$ cat config.mk
export PLATFORM = sky130hd
export DESIGN_NAME = fixed_block_pool_allocator_flat
export DESIGN_NICKNAME = d
export VERILOG_FILES = /design/src/fbpa_pkg.sv /design/src/fbpa_if.sv /design/src/fbpa_out_buf.sv /design/src/fixed_block_pool_allocator.sv /design/src/flat_wrapper.sv
export SDC_FILE = /design/constraint.sdc
export NUM_CORES = 2
export LEC_CHECK = 0
export BUFFER_PORTS_ARGS = -buffer_cell sky130_fd_sc_hd__clkbuf_2
export CAP_MARGIN = 20
export CORE_MARGIN = 10
export CORE_UTILIZATION = 60
export CTS_BUF_LIST = sky130_fd_sc_hd__clkbuf_8
export DETAILED_ROUTE_END_ITERATION = 10
export PLACE_DENSITY = 0.76
export SLEW_MARGIN = 20
export SYNTH_ARGS = -nofsm -noshare
export SYNTH_HDL_FRONTEND = slang
export SYNTH_HIERARCHICAL = 1
export SYNTH_SLANG_ARGS = --single-unit
$ cat constraint.sdc
create_clock -name clk -period 9.7 [get_ports clk]
set_clock_uncertainty 0.05 [all_clocks]
set_input_delay 1.455 -clock clk [delete_from_list [all_inputs] [get_ports clk]]
set_output_delay 1.455 -clock clk [all_outputs]
set_load 0.02 [all_outputs]
$ cat src/fbpa_pkg.sv
// Shared types and constants of the fixed block pool allocator.
package fbpa_pkg;

  localparam int REQ_BYTES_W   = 13;
  localparam int FREE_IDX_W    = 8;
  localparam int BLOCK_IDX_W   = 8;
  localparam int STATUS_W      = 2;
  localparam int NUM_BLOCKS_W  = 9;
  localparam int CFG_IDX_W     = 1;
  localparam int CFG_DATA_W    = 13;

  localparam logic [REQ_BYTES_W-1:0]  SMALL_BLOCK_BYTES  = 13'd32;
  localparam logic [NUM_BLOCKS_W-1:0] NUM_BLOCKS_RESET   = 9'd256;

  localparam logic [CFG_IDX_W-1:0] CFG_BLOCK_BYTES = 1'd0;
  localparam logic [CFG_IDX_W-1:0] CFG_NUM_BLOCKS  = 1'd1;

  typedef enum logic {
    OP_ALLOC = 1'b0,
    OP_FREE  = 1'b1
  } op_t;

  typedef enum logic [STATUS_W-1:0] {
    STATUS_OK        = 2'd0,
    STATUS_TOO_BIG   = 2'd1,
    STATUS_EXHAUSTED = 2'd2
  } status_t;

  typedef struct packed {
    logic [BLOCK_IDX_W-1:0] block_index;
    status_t                status;
  } rsp_t;

endpackage

$ cat src/fbpa_if.sv
// Request and response channel interfaces of the fixed block pool allocator.
interface fbpa_req_if;
  logic                               valid;
  logic                               ready;
  logic                               op;
  logic [fbpa_pkg::REQ_BYTES_W-1:0]   request_bytes;
  logic [fbpa_pkg::FREE_IDX_W-1:0]    free_index;

  modport source (output valid, output op, output request_bytes, output free_index,
                  input ready);
  modport sink (input valid, input op, input request_bytes, input free_index,
                output ready);
endinterface

interface fbpa_rsp_if;
  logic                               valid;
  logic                               ready;
  logic [fbpa_pkg::BLOCK_IDX_W-1:0]   block_index;
  logic [fbpa_pkg::STATUS_W-1:0]      status;

  modport source (output valid, output block_index, output status, input ready);
  modport sink (input valid, input block_index, input status, output ready);
endinterface

$ cat src/fbpa_out_buf.sv
// Output register with a one-entry hold stage for allocator results.
module fbpa_out_buf (
  input  logic                clk,
  input  logic                rst_n,
  input  logic                push,
  input  fbpa_pkg::rsp_t      push_data,
  output logic                full,
  fbpa_rsp_if.source          out
);

  logic           out_valid_r;
  fbpa_pkg::rsp_t out_data_r;
  logic           hold_valid_r;
  fbpa_pkg::rsp_t hold_data_r;
  logic           drain;

  assign drain = out_valid_r && out.ready;

  always_ff @(posedge clk) begin
    if (!rst_n) begin
      out_valid_r  <= 1'b0;
      hold_valid_r <= 1'b0;
    end else if (drain || !out_valid_r) begin
      if (hold_valid_r) begin
        out_valid_r  <= 1'b1;
        out_data_r   <= hold_data_r;
        hold_valid_r <= push;
        hold_data_r  <= push_data;
      end else begin
        out_valid_r  <= push;
        out_data_r   <= push_data;
      end
    end else if (push) begin
      hold_valid_r <= 1'b1;
      hold_data_r  <= push_data;
    end
  end

  assign full            = hold_valid_r;
  assign out.valid       = out_valid_r;
  assign out.block_index = out_data_r.block_index;
  assign out.status      = out_data_r.status;

  a_no_overflow: assert property (@(posedge clk) disable iff (!rst_n)
    !(push && hold_valid_r && !drain))
    else $error("result pushed while both result stages are occupied");

  a_hold_behind_out: assert property (@(posedge clk) disable iff (!rst_n)
    hold_valid_r |-> out_valid_r)
    else $error("hold stage occupied while output register is empty");

endmodule

$ cat src/fixed_block_pool_allocator.sv
// Fixed block pool allocator: LIFO free list in a link memory with a bump counter behind it.
//
//   channel  | dir | handshake    | payload
//   in_req   | in  | valid/ready  | op, request_bytes, free_index
//   out_rsp  | out | valid/ready  | block_index, status
//   cfg_*    | in  | cfg_we only  | cfg_index, cfg_wdata
//
// A free, a refused allocate and a bump allocate push their result on acceptance;
// an allocate served from the free list goes through S_POP, which waits for the
// registered read of the link memory for the new head. Reset is synchronous and needs no
// clearing pass. One result may wait in the output stage while the next item
// is accepted; a second waiting result stops acceptance.
module fixed_block_pool_allocator #(
  parameter int POOL_DEPTH = 256
) (
  input  logic                              clk,
  input  logic                              rst_n,
  fbpa_req_if.sink                          in_req,
  fbpa_rsp_if.source                        out_rsp,
  input  logic                              cfg_we,
  input  logic [fbpa_pkg::CFG_IDX_W-1:0]    cfg_index,
  input  logic [fbpa_pkg::CFG_DATA_W-1:0]   cfg_wdata
);

  localparam int ADDR_W = $clog2(POOL_DEPTH);
  localparam int LINK_W = $clog2(POOL_DEPTH + 1);
  localparam logic [LINK_W-1:0] NULL_LINK = LINK_W'(POOL_DEPTH);

  typedef enum logic {
    S_IDLE,
    S_POP
  } state_t;

  state_t                                state_r, state_nxt;
  logic [LINK_W-1:0]                     free_head_r, free_head_nxt;
  logic [LINK_W-1:0]                     next_unused_r, next_unused_nxt;
  logic [fbpa_pkg::REQ_BYTES_W-1:0]      block_bytes_r, block_bytes_nxt;
  logic [fbpa_pkg::NUM_BLOCKS_W-1:0]     num_blocks_r, num_blocks_nxt;

  logic [LINK_W-1:0]                     next_link [POOL_DEPTH];
  logic [LINK_W-1:0]                     rd_link_r;

  logic                                  accept;
  logic                                  is_free;
  logic                                  idx_ok;
  logic                                  head_valid;
  logic [LINK_W-1:0]                     usable;
  logic                                  push;
  fbpa_pkg::rsp_t                        push_data;
  logic                                  hold_full;

  assign accept     = in_req.valid && in_req.ready;
  assign is_free    = in_req.op == fbpa_pkg::OP_FREE;
  assign idx_ok     = 32'(in_req.free_index) < 32'(POOL_DEPTH);
  assign head_valid = free_head_r < NULL_LINK;
  assign usable     = (32'(num_blocks_r) > 32'(POOL_DEPTH)) ? NULL_LINK
                                                             : LINK_W'(num_blocks_r);
  assign in_req.ready = (state_r == S_IDLE) && !hold_full;

  always_ff @(posedge clk) begin
    if (accept) begin
      rd_link_r <= next_link[free_head_r[ADDR_W-1:0]];
      if (is_free && idx_ok) begin
        next_link[ADDR_W'(in_req.free_index)] <= free_head_r;
      end
    end
  end

  always_comb begin
    state_nxt       = state_r;
    free_head_nxt   = free_head_r;
    next_unused_nxt = next_unused_r;
    block_bytes_nxt = block_bytes_r;
    num_blocks_nxt  = num_blocks_r;
    push            = 1'b0;
    push_data       = '{block_index: '0, status: fbpa_pkg::STATUS_OK};

    if (cfg_we) begin
      case (cfg_index)
        fbpa_pkg::CFG_BLOCK_BYTES: block_bytes_nxt = cfg_wdata;
        fbpa_pkg::CFG_NUM_BLOCKS:  num_blocks_nxt  = cfg_wdata[fbpa_pkg::NUM_BLOCKS_W-1:0];
        default: ;
      endcase
    end

    case (state_r)
      S_IDLE: begin
        if (accept) begin
          if (is_free) begin
            push = 1'b1;
            if (idx_ok) begin
              free_head_nxt = LINK_W'(in_req.free_index);
            end
          end else if (in_req.request_bytes > block_bytes_r) begin
            push             = 1'b1;
            push_data.status = fbpa_pkg::STATUS_TOO_BIG;
          end else if (head_valid) begin
            state_nxt = S_POP;
          end else if (next_unused_r < usable) begin
            push                  = 1'b1;
            push_data.block_index = fbpa_pkg::BLOCK_IDX_W'(next_unused_r);
            next_unused_nxt       = LINK_W'(next_unused_r + 1'b1);
          end else begin
            push             = 1'b1;
            push_data.status = fbpa_pkg::STATUS_EXHAUSTED;
          end
        end
      end
      S_POP: begin
        push                  = 1'b1;
        push_data.block_index = fbpa_pkg::BLOCK_IDX_W'(free_head_r);
        free_head_nxt         = rd_link_r;
        state_nxt             = S_IDLE;
      end
      default: state_nxt = S_IDLE;
    endcase
  end

  always_ff @(posedge clk) begin
    if (!rst_n) begin
      state_r       <= S_IDLE;
      free_head_r   <= NULL_LINK;
      next_unused_r <= '0;
      block_bytes_r <= fbpa_pkg::SMALL_BLOCK_BYTES;
      num_blocks_r  <= fbpa_pkg::NUM_BLOCKS_RESET;
    end else begin
      state_r       <= state_nxt;
      free_head_r   <= free_head_nxt;
      next_unused_r <= next_unused_nxt;
      block_bytes_r <= block_bytes_nxt;
      num_blocks_r  <= num_blocks_nxt;
    end
  end

  fbpa_out_buf u_out_buf (
    .clk       (clk),
    .rst_n     (rst_n),
    .push      (push),
    .push_data (push_data),
    .full      (hold_full),
    .out       (out_rsp)
  );

  a_pop_has_head: assert property (@(posedge clk) disable iff (!rst_n)
    (state_r == S_POP) |-> head_valid)
    else $error("pop in progress with an empty free list");

  a_pop_one_cycle: assert property (@(posedge clk) disable iff (!rst_n)
    (state_r == S_POP) |=> (state_r == S_IDLE))
    else $error("pop did not finish after the link read");

  a_bump_bound: assert property (@(posedge clk) disable iff (!rst_n)
    next_unused_r <= NULL_LINK)
    else $error("bump counter ran past the pool depth");

endmodule
$ cat src/flat_wrapper.sv
// flat-port wrapper written by rule: the top's interface ports become plain ports
module fixed_block_pool_allocator_flat 
#(
  parameter int POOL_DEPTH = 256
)
  (clk, rst_n, cfg_we, cfg_index, cfg_wdata, in_req_valid, in_req_op, in_req_request_bytes, in_req_free_index, in_req_ready, out_rsp_valid, out_rsp_block_index, out_rsp_status, out_rsp_ready);
  fbpa_req_if in_req_i ();
  fbpa_rsp_if out_rsp_i ();
  input  logic clk;
  input  logic rst_n;
  input  logic cfg_we;
  input  logic [fbpa_pkg::CFG_IDX_W-1:0] cfg_index;
  input  logic [fbpa_pkg::CFG_DATA_W-1:0] cfg_wdata;
  input wire logic [$bits(in_req_i.valid)-1:0] in_req_valid;
  input wire logic [$bits(in_req_i.op)-1:0] in_req_op;
  input wire logic [$bits(in_req_i.request_bytes)-1:0] in_req_request_bytes;
  input wire logic [$bits(in_req_i.free_index)-1:0] in_req_free_index;
  output wire logic [$bits(in_req_i.ready)-1:0] in_req_ready;
  output wire logic [$bits(out_rsp_i.valid)-1:0] out_rsp_valid;
  output wire logic [$bits(out_rsp_i.block_index)-1:0] out_rsp_block_index;
  output wire logic [$bits(out_rsp_i.status)-1:0] out_rsp_status;
  input wire logic [$bits(out_rsp_i.ready)-1:0] out_rsp_ready;
  assign in_req_i.valid = in_req_valid;
  assign in_req_i.op = in_req_op;
  assign in_req_i.request_bytes = in_req_request_bytes;
  assign in_req_i.free_index = in_req_free_index;
  assign in_req_ready = in_req_i.ready;
  assign out_rsp_valid = out_rsp_i.valid;
  assign out_rsp_block_index = out_rsp_i.block_index;
  assign out_rsp_status = out_rsp_i.status;
  assign out_rsp_i.ready = out_rsp_ready;
  fixed_block_pool_allocator #(.POOL_DEPTH(POOL_DEPTH)) u_core (.clk(clk), .rst_n(rst_n), .in_req(in_req_i), .out_rsp(out_rsp_i), .cfg_we(cfg_we), .cfg_index(cfg_index), .cfg_wdata(cfg_wdata));
endmodule
==> flow_summary.ini <==
[clock_network]
cts-root-buf = clkbuf_8
post_cts_buffers = 0
ctsResizeCount = 0
clk_latency_ns = 1.04
clkTransAtPathRegs_ns = 0.07
cts-buffers-inserted = 367
postCtsHoldBufs = 0
h-tree-depth = 5
cts_tree = done
cts.sinks = 2376
cts_buffer_depth = 4

[critical_path]
cp_common_cell = buf_4
start_kind = flop
reg2reg_to = u_core/rd_link_r[7]
cp_slowest_cell = dfxtp_4
critPathLaunch = u_core/free_head_r[2]
slowest_delay_ns = 0.83
critPathKind = flop to flop
critPathRequiredTime_ns = 10.40
rr_startpoint = u_core/free_head_r[2]
endpoint = u_core/rd_link_r[7]
ff2ff_setup_slack_ns = 4.49
worstPathMaxFanout = 74
cp_data_arrival_time_ns = 5.92
cp_cell_sequence = buf_4 -> buf_4 -> or3b_1 -> a221oi_1 -> a21oi_1 -> o21ai_0 -> a311oi_1 -> nor4_2
r2r_cells = 8
worst_setup_path_end_kind = flop

[routing]
met3_length_mm = 25.1
dr.pass1.iters = 9
route.detailed.drc = 0
postRouteAntennaNets = 0
drt-total-wl_mm = 212
dr_total_vias = 46429
wl_met2_mm = 98.3
viasPerCell = 6.68
wl_met1_mm = 80.0
wl_per_cell_um = 30.4
highest_layer = met5
drt_first_iter_violations = 6431

[timing]
finalSetupViolations = 0
slew_headroom_pct = 17.1
rsz0062_at_grt = no
fin_ws_ns = 4.49
period_share_pct = 53.7
min_period_ns = 5.21
timing.hold.ws_ns = 0.416
worst_pin_slew_ns = 1.23
hold_violations = 0
fmax_mhz = 192
finalMaxSlewViolations = 0
fin_tns_setup_ns = 0

[final_layout]
drive_gt1_share_pct = 22.4
nNetsFinal = 4722
syn2layout_area_growth_pct = 9.03
instances_no_fill = 6951

[pwr]
power_mw = 19.8
p_per_area_nw_per_um2 = 197
power_leakage_nw = 29.5
max-vdd-ir-drop_mv = 0.138

[yosys]
synthCells = 4433
synth_common_cells = 2333 x edfxtp_1, 484 x mux4_2, 274 x nor2_1
ys_seq_area_share_pct = 76.7
synth.most_common_cell = edfxtp_1
yosysTopAreaCell = edfxtp_1
ys_types = 72
synthFlopType = edfxtp_1
syn_avg_cell_area_um2 = 20.9
synthesis.nets = 4496
synth-seq-cells = 2376
synth_warnings = 6
ys_top_cells_by_area = edfxtp_1 76%, mux4_2 12%, mux2i_1 2.0%
synth_area_um2 = 92500
synth-edff-count = 2333
synth.top_cell.area_share_pct = 75.8
async_flop_share_pct = 0

[flow_run]
maxCapViolCount = 0

[die]
die-area_um2 = 170000
dieHeight_um = 413
start_util_pct = 60.6
pin_count = 53
rows = 143
die-width_um = 413
core_um2 = 153000

[worst_hold_path]
hp-class = flop to flop

[global_routing]
grt_max_degree = 219
grt_pass1_vias = 46175
antenna_found_initial = 12
grt_pass1_wl_mm = 310
grt_overflow = 0
track_usage_pct = 24.9

[placement]
place_inst = 6317
preCtsSetupSlack_ns = 4.39
dpl.hpwl_mm = 123
io_buffer_count = 52
gp_congestion = 0.890

[run_status]
status = complete, no violations
[cell families after synthesis]
group	share of synthesized area [%]
adder cells (fa/ha/maj)	0.298
AO/OA/AOI/OAI	3.93
flip-flops	76.7
buffers and inverters	1.87
AND/OR/NAND/NOR	2.81
multiplexers	14.4
[stage by stage]
| stage | cell area, um2 | util, % |
|---|---|---|
| 3_5_place_dp | 94400 | 61.8 |
| 2_1_floorplan | 92500 | - |
| 4_1_cts | 101000 | 66.0 |
| 5_1_grt | 101000 | 66.0 |
| 6_report | 101000 | 66.0 |
| 3_3_place_gp | 94300 | 61.8 |
[where the power goes]
| part | switching, mW | internal (mW) |
|---|---|---|
| sequential | 0.0502 | 11.3 |
| clock | 3.61 | 3.75 |
| combinational | 0.711 | 0.398 |
[critical path: cells and delay by family, from the launching register on]
| family | cells | cell delay, ns |
|---|---|---|
| simple gates | 2 | 0.72 |
| flops | 1 | 0.83 |
| compound gates | 4 | 1.73 |
| buf+inv | 2 | 1.52 |
[placed cells by master, fill, tap and decap left out, types with 22 or more instances in the layout]
cell | netlist | final
edfxtp_1 | 2333 | 2333
mux4_2 | 484 | 484
clkbuf_8 | 0 | 375
nor2_1 | 274 | 264
mux2i_1 | 186 | 186
inv_1 | 17 | 122
nand2_1 | 117 | 113
a22oi_1 | 108 | 108
clkinv_1 | 1 | 100
a21oi_1 | 84 | 84
o22ai_1 | 61 | 61
a221oi_1 | 58 | 58
buf_4 | 51 | 54
clkbuf_2 | 1 | 51
a22o_1 | 44 | 44
nor3_1 | 42 | 42
clkinv_2 | 0 | 39
dfxtp_1 | 43 | 34
o221ai_1 | 31 | 31
nand3_1 | 28 | 23
o21ai_0 | 23 | 23
ha_1 | 22 | 22
[final cells by class]
class / count / area, um2
Sequential cell: 2376 / 71000
Clock inverter: 254 / 1200
Antenna cell: 2 / 5.00
Fill cell: 9474 / 51800
Clock buffer: 375 / 5160
Timing Repair Buffer: 121 / 965
Tap cell: 2030 / 2540
Inverter: 18 / 67.6
Multi-Input combinational cell: 1775 / 19900
[metal layers]
layer  track usage (%)  vias to the layer above
li1                  -                    19058
met3              7.53                      476
met5                 0                        -
met1              34.8                    23918
met4              9.65                       16
met2              37.2                     2961
[sequential cells by signal, indices dropped and copies added (netlist names)]
signal / flops
u_core/block_bytes_r: 13
u_core/free_head_r: 9
u_core/next_link: 2304
u_core/next_unused_r: 9
u_core/num_blocks_r: 9
u_core/rd_link_r: 9
u_core/state_r: 1
u_core/u_out_buf/full: 1
u_core/u_out_buf/hold_data_r: 10
u_core/u_out_buf/out.block_index: 8
u_core/u_out_buf/out.status: 2
u_core/u_out_buf/out.valid: 1
[worst min-delay path by stage]
| stage | startpoint | to | slack, ns | depth (start not counted) |
|---|---|---|---|---|
| floorplan | u_core/num_blocks_r[0] | u_core/num_blocks_r[0] | 0.39 | 2 |
| global placement | u_core/num_blocks_r[2] | u_core/num_blocks_r[2] | 0.41 | 2 |
| detailed placement | u_core/block_bytes_r[9] | u_core/block_bytes_r[9] | 0.41 | 2 |
| CTS | u_core/block_bytes_r[9] | u_core/block_bytes_r[9] | 0.42 | 2 |
| global route | u_core/block_bytes_r[8] | u_core/block_bytes_r[8] | 0.44 | 2 |
| finish | u_core/block_bytes_r[9] | u_core/block_bytes_r[9] | 0.42 | 2 |
No activity file was read; power rests on OpenSTA's default activity.
